`config.mk`:
```
export PLATFORM = sky130hd
export DESIGN_NAME = idle_gap_frame_receiver
export DESIGN_NICKNAME = d
export VERILOG_FILES = /design/src/rtl/igfr_pkg.sv /design/src/rtl/igfr_front.sv /design/src/rtl/igfr_queue.sv /design/src/rtl/igfr_back.sv /design/src/rtl/idle_gap_frame_receiver.sv
export SDC_FILE = /design/constraint.sdc
export NUM_CORES = 1
export LEC_CHECK = 0
export BUFFER_PORTS_ARGS = -buffer_cell sky130_fd_sc_hd__buf_2
export CAP_MARGIN = 20
export CORE_MARGIN = 4
export CORE_UTILIZATION = 62
export DETAILED_ROUTE_END_ITERATION = 10
export PLACE_DENSITY = 0.85
export SLEW_MARGIN = 0
export SYNTH_ARGS = -nofsm -noshare
export SYNTH_HDL_FRONTEND = slang
export SYNTH_SLANG_ARGS = --single-unit
```
`constraint.sdc`:
```
create_clock -name clk -period 5.1 [get_ports clk]
set_clock_uncertainty 0.2 [all_clocks]
set_input_delay 0.51 -clock clk [delete_from_list [all_inputs] [get_ports clk]]
set_output_delay 0.51 -clock clk [all_outputs]
set_load 0.01 [all_outputs]
```
`src/rtl/igfr_pkg.sv`:
```
// Shared types and constants of the idle-gap frame receiver.
package igfr_pkg;

	localparam int BUF_DEPTH = 64;
	localparam int ADDR_W    = $clog2(BUF_DEPTH);
	localparam int CNT_W     = $clog2(BUF_DEPTH + 1);
	localparam int Q_DEPTH   = 4;
	localparam int QPTR_W    = $clog2(Q_DEPTH);
	localparam int QCNT_W    = $clog2(Q_DEPTH + 1);

	localparam logic [15:0] IDLE_TICKS_RST = 16'd20;
	localparam logic [15:0] IDLE_CNT_MAX   = 16'hFFFF;

	// Input item kinds.
	localparam logic [1:0] KIND_BYTE = 2'd0;
	localparam logic [1:0] KIND_TICK = 2'd1;
	localparam logic [1:0] KIND_READ = 2'd2;

	// Result status codes.
	localparam logic [1:0] STS_BYTE     = 2'd0;
	localparam logic [1:0] STS_NO_FRAME = 2'd1;
	localparam logic [1:0] STS_EMPTY    = 2'd2;

	typedef enum logic [1:0] {
		OP_BYTE = 2'd0,
		OP_TICK = 2'd1,
		OP_READ = 2'd2
	} op_t;

	typedef struct packed {
		op_t         op;
		logic [7:0]  rx_byte;
		logic [15:0] max_len;
	} cmd_t;

	typedef struct packed {
		logic full;
		logic empty;
	} q_status_t;

endpackage

```
`src/rtl/igfr_front.sv`:
```
// Front end: takes commands, classifies them and hands them to the command queue.
module igfr_front import igfr_pkg::*; (
	input  logic        clk,
	input  logic        arst_n,
	input  logic        start,
	output logic        busy,
	input  logic [1:0]  kind,
	input  logic [7:0]  rx_byte,
	input  logic [15:0] max_len,
	input  q_status_t   q_stat,
	output logic        push,
	output cmd_t        push_cmd
);

	logic valid_s1;
	cmd_t cmd_s1;
	logic accept;
	logic known;
	op_t  op;

	always_comb begin
		known = 1'b1;
		op    = OP_BYTE;
		case (kind)
			KIND_BYTE: op = OP_BYTE;
			KIND_TICK: op = OP_TICK;
			KIND_READ: op = OP_READ;
			default:   known = 1'b0;
		endcase
	end

	assign push   = valid_s1 && !q_stat.full;
	assign busy   = valid_s1 && q_stat.full;
	assign accept = start && !busy;

	always_ff @(posedge clk or negedge arst_n) begin
		if (!arst_n) begin
			valid_s1 <= 1'b0;
		end else if (accept) begin
			// Unknown kinds are dropped here and never reach the queue.
			valid_s1 <= known;
		end else if (push) begin
			valid_s1 <= 1'b0;
		end
	end

	always_ff @(posedge clk) begin
		if (accept) begin
			cmd_s1.op      <= op;
			cmd_s1.rx_byte <= rx_byte;
			cmd_s1.max_len <= max_len;
		end
	end

	assign push_cmd = cmd_s1;

endmodule

```
`src/rtl/igfr_queue.sv`:
```
// Short command queue between the front end and the frame engine.
module igfr_queue import igfr_pkg::*; (
	input  logic      clk,
	input  logic      arst_n,
	input  logic      push,
	input  cmd_t      push_cmd,
	input  logic      pop,
	output cmd_t      pop_cmd,
	output q_status_t q_stat
);

	cmd_t              entry_q [Q_DEPTH];
	logic [QPTR_W-1:0] wr_ptr_q;
	logic [QPTR_W-1:0] rd_ptr_q;
	logic [QCNT_W-1:0] count_q;

	assign q_stat.full  = (count_q == QCNT_W'(Q_DEPTH));
	assign q_stat.empty = (count_q == '0);
	assign pop_cmd      = entry_q[rd_ptr_q];

	always_ff @(posedge clk or negedge arst_n) begin
		if (!arst_n) begin
			wr_ptr_q <= '0;
			rd_ptr_q <= '0;
			count_q  <= '0;
		end else begin
			if (push) begin
				wr_ptr_q <= wr_ptr_q + 1'b1;
			end
			if (pop) begin
				rd_ptr_q <= rd_ptr_q + 1'b1;
			end
			if (push && !pop) begin
				count_q <= count_q + 1'b1;
			end else if (pop && !push) begin
				count_q <= count_q - 1'b1;
			end
		end
	end

	always_ff @(posedge clk) begin
		if (push) begin
			entry_q[wr_ptr_q] <= push_cmd;
		end
	end

endmodule

```
`src/rtl/igfr_back.sv`:
```
// Frame engine: frame buffer, idle timer, receive state and the read streamer.
module igfr_back import igfr_pkg::*; (
	input  logic        clk,
	input  logic        arst_n,
	input  logic [15:0] idle_ticks,
	input  q_status_t   q_stat,
	input  cmd_t        pop_cmd,
	output logic        pop,
	output logic        strobe,
	output logic [1:0]  status,
	output logic [7:0]  data,
	output logic        last,
	output logic [6:0]  frame_length,
	output logic        overflow
);

	typedef enum logic [1:0] {
		BK_IDLE   = 2'b01,
		BK_STREAM = 2'b10
	} bk_state_t;

	typedef enum logic [2:0] {
		RX_IDLE      = 3'b001,
		RX_RECEIVING = 3'b010,
		RX_RECEIVED  = 3'b100
	} rx_state_t;

	logic [7:0]        mem [BUF_DEPTH];
	logic [7:0]        rd_data_q;

	bk_state_t         bk_state_q;
	rx_state_t         rx_state_q;
	logic [CNT_W-1:0]  byte_count_q;
	logic [15:0]       idle_cnt_q;
	logic              ovf_flag_q;
	logic [ADDR_W-1:0] rd_ptr_q;
	logic [ADDR_W-1:0] rd_last_q;
	logic              strobe_q;

	logic [1:0]        status_q;
	logic              last_q;
	logic [CNT_W-1:0]  flen_q;
	logic              ovf_out_q;
	logic              data_sel_q;

	logic              buf_full;
	logic              mem_we;
	logic [15:0]       cnt_inc;
	logic [CNT_W-1:0]  rd_n;
	logic              stream_last;

	assign pop         = (bk_state_q == BK_IDLE) && !q_stat.empty;
	assign buf_full    = (byte_count_q >= CNT_W'(BUF_DEPTH));
	assign mem_we      = pop && (pop_cmd.op == OP_BYTE) && !buf_full;
	assign cnt_inc     = (idle_cnt_q < IDLE_CNT_MAX) ? idle_cnt_q + 16'd1 : idle_cnt_q;
	assign rd_n        = (pop_cmd.max_len < 16'(byte_count_q)) ?
	                     CNT_W'(pop_cmd.max_len) : byte_count_q;
	assign stream_last = (rd_ptr_q == rd_last_q);

	always_ff @(posedge clk) begin
		if (mem_we) begin
			mem[byte_count_q[ADDR_W-1:0]] <= pop_cmd.rx_byte;
		end
		rd_data_q <= mem[rd_ptr_q];
	end

	always_ff @(posedge clk or negedge arst_n) begin
		if (!arst_n) begin
			bk_state_q   <= BK_IDLE;
			rx_state_q   <= RX_IDLE;
			byte_count_q <= '0;
			idle_cnt_q   <= '0;
			ovf_flag_q   <= 1'b0;
			rd_ptr_q     <= '0;
			rd_last_q    <= '0;
			strobe_q     <= 1'b0;
		end else begin
			strobe_q <= 1'b0;
			case (bk_state_q)
				BK_IDLE: begin
					if (pop) begin
						case (pop_cmd.op)
							OP_BYTE: begin
								if (buf_full) begin
									ovf_flag_q <= 1'b1;
								end else begin
									byte_count_q <= byte_count_q + 1'b1;
								end
								rx_state_q <= RX_RECEIVING;
								idle_cnt_q <= '0;
							end
							OP_TICK: begin
								if (rx_state_q == RX_RECEIVING) begin
									if (cnt_inc >= idle_ticks) begin
										idle_cnt_q <= '0;
										rx_state_q <= RX_RECEIVED;
									end else begin
										idle_cnt_q <= cnt_inc;
									end
								end
							end
							OP_READ: begin
								if (rx_state_q == RX_RECEIVED) begin
									// The frame is emptied now; the buffer contents stay
									// intact until the stream has gone out.
									byte_count_q <= '0;
									ovf_flag_q   <= 1'b0;
									idle_cnt_q   <= '0;
									rx_state_q   <= RX_IDLE;
									if (rd_n == '0) begin
										strobe_q <= 1'b1;
									end else begin
										rd_ptr_q   <= '0;
										rd_last_q  <= ADDR_W'(rd_n - 1'b1);
										bk_state_q <= BK_STREAM;
									end
								end else begin
									strobe_q <= 1'b1;
								end
							end
							default: begin
							end
						endcase
					end
				end
				BK_STREAM: begin
					strobe_q <= 1'b1;
					rd_ptr_q <= rd_ptr_q + 1'b1;
					if (stream_last) begin
						bk_state_q <= BK_IDLE;
					end
				end
				default: begin
					bk_state_q <= BK_IDLE;
				end
			endcase
		end
	end

	always_ff @(posedge clk) begin
		if (bk_state_q == BK_STREAM) begin
			status_q   <= STS_BYTE;
			last_q     <= stream_last;
			data_sel_q <= 1'b1;
		end else if (pop && pop_cmd.op == OP_READ) begin
			status_q   <= (rx_state_q == RX_RECEIVED) ? STS_EMPTY : STS_NO_FRAME;
			last_q     <= 1'b1;
			data_sel_q <= 1'b0;
			flen_q     <= byte_count_q;
			ovf_out_q  <= ovf_flag_q;
		end
	end

	assign strobe       = strobe_q;
	assign status       = status_q;
	assign data         = data_sel_q ? rd_data_q : 8'd0;
	assign last         = last_q;
	assign frame_length = 7'(flen_q);
	assign overflow     = ovf_out_q;

endmodule

```
`src/rtl/idle_gap_frame_receiver.sv`:
```
// Top level of the idle-gap frame receiver.
//
// Commands enter on start/kind/rx_byte/max_len and are taken at a clock edge where start
// is high and busy is low. A received byte appends to the 64-byte frame buffer, a timer
// tick advances the idle counter while a frame is being received, and a read request streams the frame out.
// The configuration channel (cfg_valid/cfg_ready/cfg_data) writes idle_ticks; cfg_ready
// is always high, and writes belong in periods with no command in flight.
// Each command passes an input register and a four-entry queue before the frame engine
// takes it. Bytes, ticks and reads that yield one result do not hold the engine; such a
// result appears in the cycle after the engine takes the read.
// A read of n bytes holds the engine in its streaming state until it has read the last
// byte, as the buffer memory delivers one byte a cycle through its registered read port.
// The engine first enters its streaming state; the bytes then follow one per cycle, each
// valid while strobe is high; the receiver cannot stall them, and the last result of a
// read carries last.
// busy is high while a command waits in the input register and the queue is full; the
// queue fills only while a read is streaming.
// Reset clears the queue, the receive state, the counters and sets idle_ticks to 20;
// the buffer contents are not cleared.
module idle_gap_frame_receiver import igfr_pkg::*; (
	input  logic        clk,
	input  logic        arst_n,
	input  logic        start,
	output logic        busy,
	input  logic [1:0]  kind,
	input  logic [7:0]  rx_byte,
	input  logic [15:0] max_len,
	input  logic        cfg_valid,
	output logic        cfg_ready,
	input  logic [15:0] cfg_data,
	output logic        strobe,
	output logic [1:0]  status,
	output logic [7:0]  data,
	output logic        last,
	output logic [6:0]  frame_length,
	output logic        overflow
);

	logic [15:0] idle_ticks_q;
	logic        push;
	cmd_t        push_cmd;
	logic        pop;
	cmd_t        pop_cmd;
	q_status_t   q_stat;

	assign cfg_ready = 1'b1;

	always_ff @(posedge clk or negedge arst_n) begin
		if (!arst_n) begin
			idle_ticks_q <= IDLE_TICKS_RST;
		end else if (cfg_valid && cfg_ready) begin
			idle_ticks_q <= cfg_data;
		end
	end

	igfr_front u_front (
		.clk      (clk),
		.arst_n   (arst_n),
		.start    (start),
		.busy     (busy),
		.kind     (kind),
		.rx_byte  (rx_byte),
		.max_len  (max_len),
		.q_stat   (q_stat),
		.push     (push),
		.push_cmd (push_cmd)
	);

	igfr_queue u_queue (
		.clk      (clk),
		.arst_n   (arst_n),
		.push     (push),
		.push_cmd (push_cmd),
		.pop      (pop),
		.pop_cmd  (pop_cmd),
		.q_stat   (q_stat)
	);

	igfr_back u_back (
		.clk          (clk),
		.arst_n       (arst_n),
		.idle_ticks   (idle_ticks_q),
		.q_stat       (q_stat),
		.pop_cmd      (pop_cmd),
		.pop          (pop),
		.strobe       (strobe),
		.status       (status),
		.data         (data),
		.last         (last),
		.frame_length (frame_length),
		.overflow     (overflow)
	);

`ifndef SYNTHESIS
	// A result that carries no frame byte is always the only result of its read.
	a_single_last: assert property (@(posedge clk) disable iff (!arst_n)
		(strobe && status != STS_BYTE) |-> last)
		else $error("non-byte result without last");

	// A frame stream runs without gaps until its last byte.
	a_stream_gapless: assert property (@(posedge clk) disable iff (!arst_n)
		(strobe && status == STS_BYTE && !last) |=> (strobe && status == STS_BYTE))
		else $error("frame stream interrupted");

	// The queue never reports full and empty together.
	a_queue_sane: assert property (@(posedge clk) disable iff (!arst_n)
		!(q_stat.full && q_stat.empty))
		else $error("queue full and empty together");

	// Nothing is popped from an empty queue.
	a_no_pop_empty: assert property (@(posedge clk) disable iff (!arst_n)
		pop |-> !q_stat.empty)
		else $error("pop from empty queue");
`endif

endmodule
```
==> results.yml, run 1 <==
logic_synthesis:
  synthTopCellsByArea: "edfxtp_1 67%, mux4_2 14%, dfrtp_1 5.3%"
  synth_flop_cell: "edfxtp_1"
  synth.largest_area_cell: "edfxtp_1"
  ys_types: 69
  synth_edf_count: 651
  ys_seq_area_frac: 0.738
  synth.top_cell.area_share: 0.673
  yosys-top-cells-count: "651 x edfxtp_1, 184 x mux4_2, 100 x nor2_1, 76 x nand2_1, 62 x dfrtp_1"
  yosys_warnings: 0
  synth_most_common_cell: "edfxtp_1"
  syn_avg_cell_area_sq_um: 19.5
  syn-cell-area_sq_um: 29000
  synthArstFlopShare: 0.0907
  synth_nets: 1573
  synthCells: 1487
  ys_ff_latch: 728
setup_path:
  critPathLaunch: "u_queue.rd_ptr_q[0]$_DFFE_PN0P_"
  endpoint_kind: "flip-flop"
  start_kind: "flip-flop"
  r2r_slack_ns: 0.26
  cp_max_fo: 10
  path_class: "flip-flop to flip-flop"
  cp_num_buf_inv: 2
  rr_endpoint: "u_back.rd_last_q[2]$_DFFE_PN0P_"
  crit_cells: 13
  cp_top_family: "compound AO/OA/AOI/OAI gates"
  cp_cell_sequence: "buf_4, mux4_2, ha_1, a21o_1, a211oi_2, o31ai_2, nor3_4, mux2i_1, ha_1, o311a_4, a311oi_4, buf_4, mux2_1"
  slowest_stage: "dfrtp_1"
  required_ns: 5.38
  crit_path_end: "u_back.rd_last_q[2]$_DFFE_PN0P_"
  rr_startpoint: "u_queue.rd_ptr_q[0]$_DFFE_PN0P_"
  arrival_ns: 5.12
  rr_worst_depth: 13
  cpPeakStageDelay_ns: 0.64
clock_network:
  clk_pin_slew_worst_paths_ns: 0.06
  cts_setup_buffers: 0
  numCtsBuffers: 72
  cts_resized: 0
  cts.sinks: 728
  cts_tree: "yes"
  root_buffer: "clkbuf_16"
  h-tree-depth: 3
  cts_max_path_buffers: 3
  ctsHoldBuffers: 44
  clk_latency_ns: 0.61
die:
  io_pins: 68
  core-area_sq_um: 46500
  dieHeight_um: 224
  dieWidth_um: 224
  dieArea_sq_um: 50300
  row_count: 79
  start_util: 0.625
finish:
  drive_gt1_frac: 0.249
  antenna_cells: 0
  final_nets: 1736
  area_delta_synth_final_pct: 14.1
timing:
  fin_crit_sh: 0.950
  fmax_mhz: 206
  tightest_slew_ns: 1.07
  tns_ns: 0
  drv_slew: 0
  finalCriticalPeriod_ns: 4.84
  setup_viol: 0
  hold_viol: 0
  max-slew-margin-rel: 0.280
  rsz0062_at_grt: "false"
global_route:
  grt-ovfl-total: 0
  grt.total_usage: 0.264
  grt_start_max_net_pins: 67
  grt_pass1_wl_um: 98900
  first_global_vias: 15600
  antenna_found_initial: 2
power_and_ir_drop:
  vdd_drop_max_mv: 0.495
  switching_power_mw: 4.99
  p_sw_frac: 0.288
  total_leakage_power_nw: 11.0
  seqPwrFrac: 0.468
  comb_power_share: 0.222
  p_clk_frac: 0.310
  totalPowerFinal_mw: 17.3
  p_int_mw: 12.4
  power.density_nw_per_um2: 524
route:
  drt-initial-drc-count: 1657
  drc_errors: 0
  vias: 15000
  routed_via_density: 6.49
  drtPass1Iterations: 7
  routedWlPerCell_um: 27.9
  wirelength_um: 64600
  ant_nets: 0
placement:
  io_buffers: 66
  globalplace.congestion: 0.830
  dp_hpwl_um: 36600
job:
  maxCapViolCount: 0
min_path:
  hp-class: "input port to flip-flop"
  hold_start: "cfg_valid"
outcome:
  status: "finished, final reports clean"
-- layout by cell type, fill, tap and decap left out, drive strengths merged, types with 11 or more instances in the layout --
master       netlist  routed
nor2             100     100
edfxtp           651     651
xnor2             24      24
clkbuf            34      93
nand2             76      76
inv               44      45
dfxtp             11      11
dfrtp             62      62
o31ai             12      12
ha                39      39
a21oi             14      14
nand3             25      25
buf               28     107
o21ai             27      27
nor3              17      17
clkinv             2      30
mux4             186     186
dlygate4sd3        0      44
and2              12      12
-- worst reg2reg max path, stage by stage, from the launching register on --
cell	delay [ns]
dfrtp_1	0.64
buf_4	0.29
mux4_2	0.58
ha_1	0.33
a21o_1	0.18
a211oi_2	0.25
o31ai_2	0.16
nor3_4	0.31
mux2i_1	0.17
ha_1	0.31
o311a_4	0.17
a311oi_4	0.53
buf_4	0.26
mux2_1	0.33
-- area by class of cell --
type | count | area [sq um]
repair buffers | 151 | 1180
clock buffers | 93 | 1990
multi-input cells | 651 | 7180
well taps | 607 | 759
inverters | 46 | 173
clock inverters | 39 | 408
fillers | 2576 | 13300
flip-flops and latches | 728 | 21400
-- routing by layer --
layer	up-vias	wire length, um	GRT usage
met2	822	33200	0.445
met4	4	2440	0.0895
met3	155	5260	0.0513
met1	7750	23700	0.356
met5	-	30	0
li1	6300	-	-
-- worst min path at each step --
stage / cells after the start / end / slack (ns)
finish: 3 / idle_ticks_q[2]$_DFFE_PN1P_ / 0.17
global route: 3 / idle_ticks_q[2]$_DFFE_PN1P_ / 0.22
CTS: 3 / idle_ticks_q[2]$_DFFE_PN1P_ / 0.16
detailed placement: 0 / u_back.overflow$_DFFE_PP_ / 0.28
global placement: 0 / u_queue.entry_q[0][0]$_DFFE_PP_ / 0.26
floorplan: 0 / idle_ticks_q[0]$_DFFE_PN0P_ / 0.01
-- power groups by stage --
stage	registers [mW]	clock network [mW]	logic, mW
after floorplan	8.06	0	2.48
after global placement	8.23	0	3.44
after detailed placement	8.26	0	3.67
after CTS	8.15	5.43	3.76
after global routing	8.17	5.70	4.12
final	8.12	5.37	3.85
-- through the flow --
step                      worst slack [ns]   util  instance area [sq um]  hold WS [ns]  instances
after floorplan                      0.788      -                  29000        0.0144       1487
after CTS                            0.211  0.711                  33000         0.156       2311
after global routing                0.0205  0.713                  33100         0.218       2315
after detailed placement             0.256  0.650                  30200         0.276       2135
final                                0.257  0.713                  33100         0.172       2315
after global placement               0.471  0.650                  30200         0.264       2134
-- logic make-up after synthesis --
| logic type | count (synthesis) | share of synthesized area |
|---|---|---|
| fa+ha+maj | 40 | 0.0175 |
| xor+xnor | 34 | 0.0103 |
| other cells | 1 | 0.000129 |
| mux | 203 | 0.151 |
| simple gates | 273 | 0.0431 |
| buf+inv | 108 | 0.0148 |
| flops | 728 | 0.738 |
| compound gates | 100 | 0.0253 |
-- sequential cells by signal (all words and copies together) (netlist names), 2 cells and up --
name                 count
u_back.mem             512
u_back.frame_length      7
u_queue.wr_ptr_q         2
u_back.bk_state_q        2
u_back.rd_last_q         6
u_back.idle_cnt_q       16
u_back.status            2
u_back.rd_ptr_q          6
u_back.rx_state_q        3
u_queue.rd_ptr_q         2
idle_ticks_q            16
u_back.byte_count_q      7
u_front.push_cmd        26
u_back.rd_data_q         8
u_queue.count_q          3
u_queue.entry_q        104
Note: power is estimated with default switching activity, not from simulation.
==> run 2, diff against run 1 <==
- MAX_ROUTING_LAYER: unset -> met4
==> run 2 against run 1 <==
Final cell count is essentially flat. Non-clock buffer count is the same. Total power grew 0.11%. Core utilization is essentially flat. Sequential share of layout area is essentially flat. Clock-buffer cell count is the same. Sequential power is essentially flat. Via count grew 0.30%. Global-route usage grew 0.87 points. Critical path depth is the same. Clock power is essentially flat. Maximum frequency is essentially flat. Critical endpoint unchanged. Largest cell class unchanged. Largest power group unchanged.
==> results.yml, run 2 (synthesized netlist as in run 1, its figures left out) <==
die:
  dieWidth_um: 224
  start_util: 0.625
  dieArea_sq_um: 50300
  io_pins: 68
  dieHeight_um: 224
  row_count: 79
  core-area_sq_um: 46500
job:
  maxCapViolCount: 0
power_and_ir_drop:
  power.density_nw_per_um2: 524
  total_leakage_power_nw: 11.0
  vdd_drop_max_mv: 0.493
finish:
  fin_cells: 2317
  drive_gt1_frac: 0.249
  largest_reg_flops: 512
  final_nets: 1736
  final_common_cell: "edfxtp_1"
  layout_common_cells: "651 x edfxtp_1, 184 x mux4_2, 100 x nor2_1, 76 x nand2_1, 76 x clkbuf_16"
  area_delta_synth_final_pct: 14.1
  fin_util: 0.713
outcome:
  status: "finished, final reports clean"
clock_network:
  cts_resized: 0
  clk_pin_slew_worst_paths_ns: 0.06
  ctsHoldBuffers: 44
  cts.sinks: 728
  cts_tree: "yes"
  cts_max_path_buffers: 3
  root_buffer: "clkbuf_16"
  cts_setup_buffers: 0
  numCtsBuffers: 72
  clk_latency_ns: 0.61
  h-tree-depth: 3
global_route:
  grt_pass1_wl_um: 99100
  grt.total_usage: 0.273
  grt-ovfl-total: 0
  grt_start_max_net_pins: 67
  first_global_vias: 15500
  antenna_found_initial: 2
placement:
  dp.cells: 2135
  io_buffers: 66
  dp_hpwl_um: 36600
  globalplace.congestion: 0.843
setup_path:
  path_class: "flip-flop to flip-flop"
  endpoint_kind: "flip-flop"
  cp_max_fo: 10
  required_ns: 5.37
  start_kind: "flip-flop"
  arrival_ns: 5.12
route:
  drtPass1Iterations: 5
  wirelength_um: 65000
  routed_via_density: 6.51
  ant_nets: 0
  routedWlPerCell_um: 28.1
  vias: 15100
  drt-initial-drc-count: 1869
  drc_errors: 0
timing:
  hold_viol: 0
  rsz0062_at_grt: "false"
  tightest_slew_ns: 1.10
  max-slew-margin-rel: 0.264
  tns_ns: 0
  fin_crit_sh: 0.950
  finalCriticalPeriod_ns: 4.84
  setup_viol: 0
  drv_slew: 0
  fmax_mhz: 206
min_path:
  hp-class: "input port to flip-flop"
run 2: where the power goes:
part / leakage, nW / switching, mW / internal [mW]
Clock: 1.18 / 2.21 / 3.17
Sequential: 6.82 / 0.327 / 7.80
Combinational: 3.02 / 2.46 / 1.40
Total: 11.0 / 5.00 / 12.4
run 2: metal layers:
metal	part of all wire	global-route usage	up-vias
li1	-	-	6297
met5	0	-	-
met4	0.033	0.0812	0
met2	0.52	0.450	865
met1	0.37	0.357	7769
met3	0.079	0.0488	145
run 2: stage by stage:
stage	power [mW]	cell area, sq um	hold slack, ns	worst slack [ns]
floorplan	10.5	29000	0.0144	0.788
global placement	11.7	30200	0.264	0.471
CTS	17.3	33000	0.156	0.211
finish	17.4	33100	0.168	0.256
detailed placement	11.9	30200	0.276	0.256
global route	18.0	33100	0.218	0.0236
run 2: critical path, cell delays in order (launching register included):
cell and delay, ns:
dfrtp_1 0.64, buf_4 0.29, mux4_2 0.58, ha_1 0.33, a21o_1 0.18, a211oi_2 0.25, o31ai_2 0.16, nor3_4 0.31
mux2i_1 0.16, ha_1 0.31, o311a_4 0.17, a311oi_4 0.54, buf_4 0.26, mux2_1 0.33
run 2: worst paths after layout:
path                                                 startpoint                               to  slack, ns  depth (start not counted)
worst max-delay path            u_queue.rd_ptr_q[0]$_DFFE_PN0P_  u_back.rd_last_q[2]$_DFFE_PN0P_       0.26                         13
worst min-delay path                                  cfg_valid      idle_ticks_q[2]$_DFFE_PN1P_       0.17                          3
worst max register to register  u_queue.rd_ptr_q[0]$_DFFE_PN0P_  u_back.rd_last_q[2]$_DFFE_PN0P_       0.26                         13
worst min register to register    u_back.ovf_flag_q$_DFFE_PN0P_        u_back.overflow$_DFFE_PP_       0.27                          0
max in group asynchronous                                arst_n   u_back.rd_ptr_q[1]$_DFFE_PN0P_       3.62                          3
min in group asynchronous                                arst_n      idle_ticks_q[9]$_DFFE_PN0P_       0.43                          3
run 2: area by class of cell:
type	instances	area [sq um]
flip-flops and latches	728	21400
fillers	2574	13300
multi-input cells	651	7180
clock buffers	93	1990
repair buffers	151	1190
well taps	607	759
clock inverters	39	408
inverters	46	173
diodes	2	5.00
==> run 3, diff against run 2 <==
- CORE_ASPECT_RATIO: unset -> 0.75
==> run 3 against run 2 <==
Via count grew 1.5%. Sequential cell count is the same. Setup slack gained 0.063 ns. Die area is essentially flat. Clock power shrank 6.7%.
==> results.yml, run 3 (synthesized netlist as in run 1, its figures left out) <==
die:
  dieWidth_um: 258
  core-area_sq_um: 46100
  io_pins: 68
  start_util: 0.630
  row_count: 68
  dieArea_sq_um: 50400
  dieHeight_um: 195
route:
  wirelength_um: 66000
  routed_via_density: 6.55
  drtPass1Iterations: 8
  ant_nets: 0
  drc_errors: 0
  routedWlPerCell_um: 28.2
  vias: 15300
  drt-initial-drc-count: 2021
placement:
  dp_hpwl_um: 37800
  dp_slack_ns: 0.212
  place_area_sq_um: 30300
  globalplace.congestion: 0.903
  io_buffers: 66
power_and_ir_drop:
  switching_power_mw: 5.01
  seqPwrFrac: 0.478
  p_clk_frac: 0.295
  power.density_nw_per_um2: 516
  comb_power_share: 0.227
  vdd_drop_max_mv: 0.588
  p_sw_frac: 0.294
  total_leakage_power_nw: 10.9
  p_int_mw: 12.0
timing:
  setup_viol: 0
  fmax_mhz: 209
  rsz0062_at_grt: "false"
  hold_slack_ns: 0.171
  hold_viol: 0
  tns_ns: 0
  drv_slew: 0
  tightest_slew_ns: 1.15
  max-slew-margin-rel: 0.230
  layout_setup_ws_ns: 0.320
  finalCriticalPeriod_ns: 4.78
  fin_crit_sh: 0.937
setup_path:
  path_class: "flip-flop to flip-flop"
  rr_worst_depth: 13
  cp_max_fo: 15
  start_kind: "flip-flop"
  endpoint_kind: "flip-flop"
  arrival_ns: 4.98
  required_ns: 5.30
finish:
  layout_common_cells: "651 x edfxtp_1, 184 x mux4_2, 100 x nor2_1, 76 x nand2_1, 70 x clkbuf_16"
  area_delta_synth_final_pct: 13.6
  final_common_cell: "edfxtp_1"
  final_area_sq_um: 33000
  final_nets: 1742
  drive_gt1_frac: 0.248
  largest_reg_flops: 512
clock_network:
  root_buffer: "clkbuf_16"
  cts_setup_buffers: 0
  h-tree-depth: 3
  cts.sinks: 728
  clk_pin_slew_worst_paths_ns: 0.06
  cts_max_path_buffers: 3
  numCtsBuffers: 67
  cts_tree: "yes"
  clk_latency_ns: 0.60
min_path:
  min_delay_path_depth: 3
  hp-class: "input port to flip-flop"
job:
  maxCapViolCount: 0
global_route:
  grt_start_max_net_pins: 67
  antenna_found_initial: 0
  first_global_vias: 15700
  grt-ovfl-total: 0
  grt.total_usage: 0.279
  grt_pass1_wl_um: 101000
outcome:
  status: "finished, final reports clean"
-- run 3: cell count changes in the layout (fill, tap and decap cells not counted), moves of 4 or more --
cell       previous run  this run
clkinv_2             17        10
buf_4                33        48
buf_12                7         3
clkbuf_16            76        70
-- run 3: area by class of cell --
class                   count  area [sq um]
repair buffers            162          1220
clock buffers              88          1840
fillers                  2590         13100
well taps                 630           788
flip-flops and latches    728         21400
diodes                      1          2.50
inverters                  46           173
multi-input cells         651          7180
clock inverters            30           330
-- run 3: worst max-delay path, cell delays in order (launching register included) --
cell and delay [ns]:
dfrtp_1 0.48, nand3_1 0.19, or4_1 0.55, or4_1 0.63, nand2_1 0.29, nor2_1 0.11
xor2_1 0.16, ha_1 0.30, a21o_1 0.13, a21o_1 0.12, a21oi_1 0.06, o311a_1 0.41
o21ai_1 0.66, o221ai_1 0.29
-- run 3: power groups by stage --
stage / combinational, mW / clock, mW / sequential, mW
global route: 4.16 / 5.34 / 8.17
detailed placement: 3.75 / 0 / 8.23
global placement: 3.56 / 0 / 8.20
CTS: 3.85 / 5.05 / 8.13
floorplan: 2.48 / 0 / 8.06
finish: 3.87 / 5.02 / 8.13
-- run 3: routing by layer --
metal  share of wire  global-route usage
met5               0                   -
met2            0.51               0.448
met3           0.096              0.0486
met1            0.37               0.382
met4           0.026              0.0709
-- run 3: what timing repair did --
action / CTS / global route
endpoints found under the hold margin: 105 / 0
endpoints found under the setup margin: 0 / 6
gates resized for setup: 0 / 1
hold buffers: 44 / 0
-- run 3: final timing paths --
| path | from | slack (ns) | end |
|---|---|---|---|
| max | u_back.idle_cnt_q[3]$_DFFE_PN0P_ | 0.32 | u_back.idle_cnt_q[11]$_DFFE_PN0P_ |
| min | cfg_valid | 0.17 | idle_ticks_q[4]$_DFFE_PN1P_ |
| max reg2reg | u_back.idle_cnt_q[3]$_DFFE_PN0P_ | 0.32 | u_back.idle_cnt_q[11]$_DFFE_PN0P_ |
| min reg2reg | u_front.push_cmd[12]$_DFFE_PP_ | 0.30 | u_queue.entry_q[1][12]$_DFFE_PP_ |
| max in group asynchronous | arst_n | 3.55 | u_back.rd_ptr_q[1]$_DFFE_PN0P_ |
| min in group asynchronous | arst_n | 0.47 | idle_ticks_q[1]$_DFFE_PN0P_ |
-- run 3: metrics by stage --
step,std cells,power [mW],util
floorplan,1487,10.5,-
global placement,2172,11.8,0.658
detailed placement,2172,12.0,0.658
CTS,2334,17.0,0.714
global route,2335,17.7,0.715
finish,2336,17.0,0.715
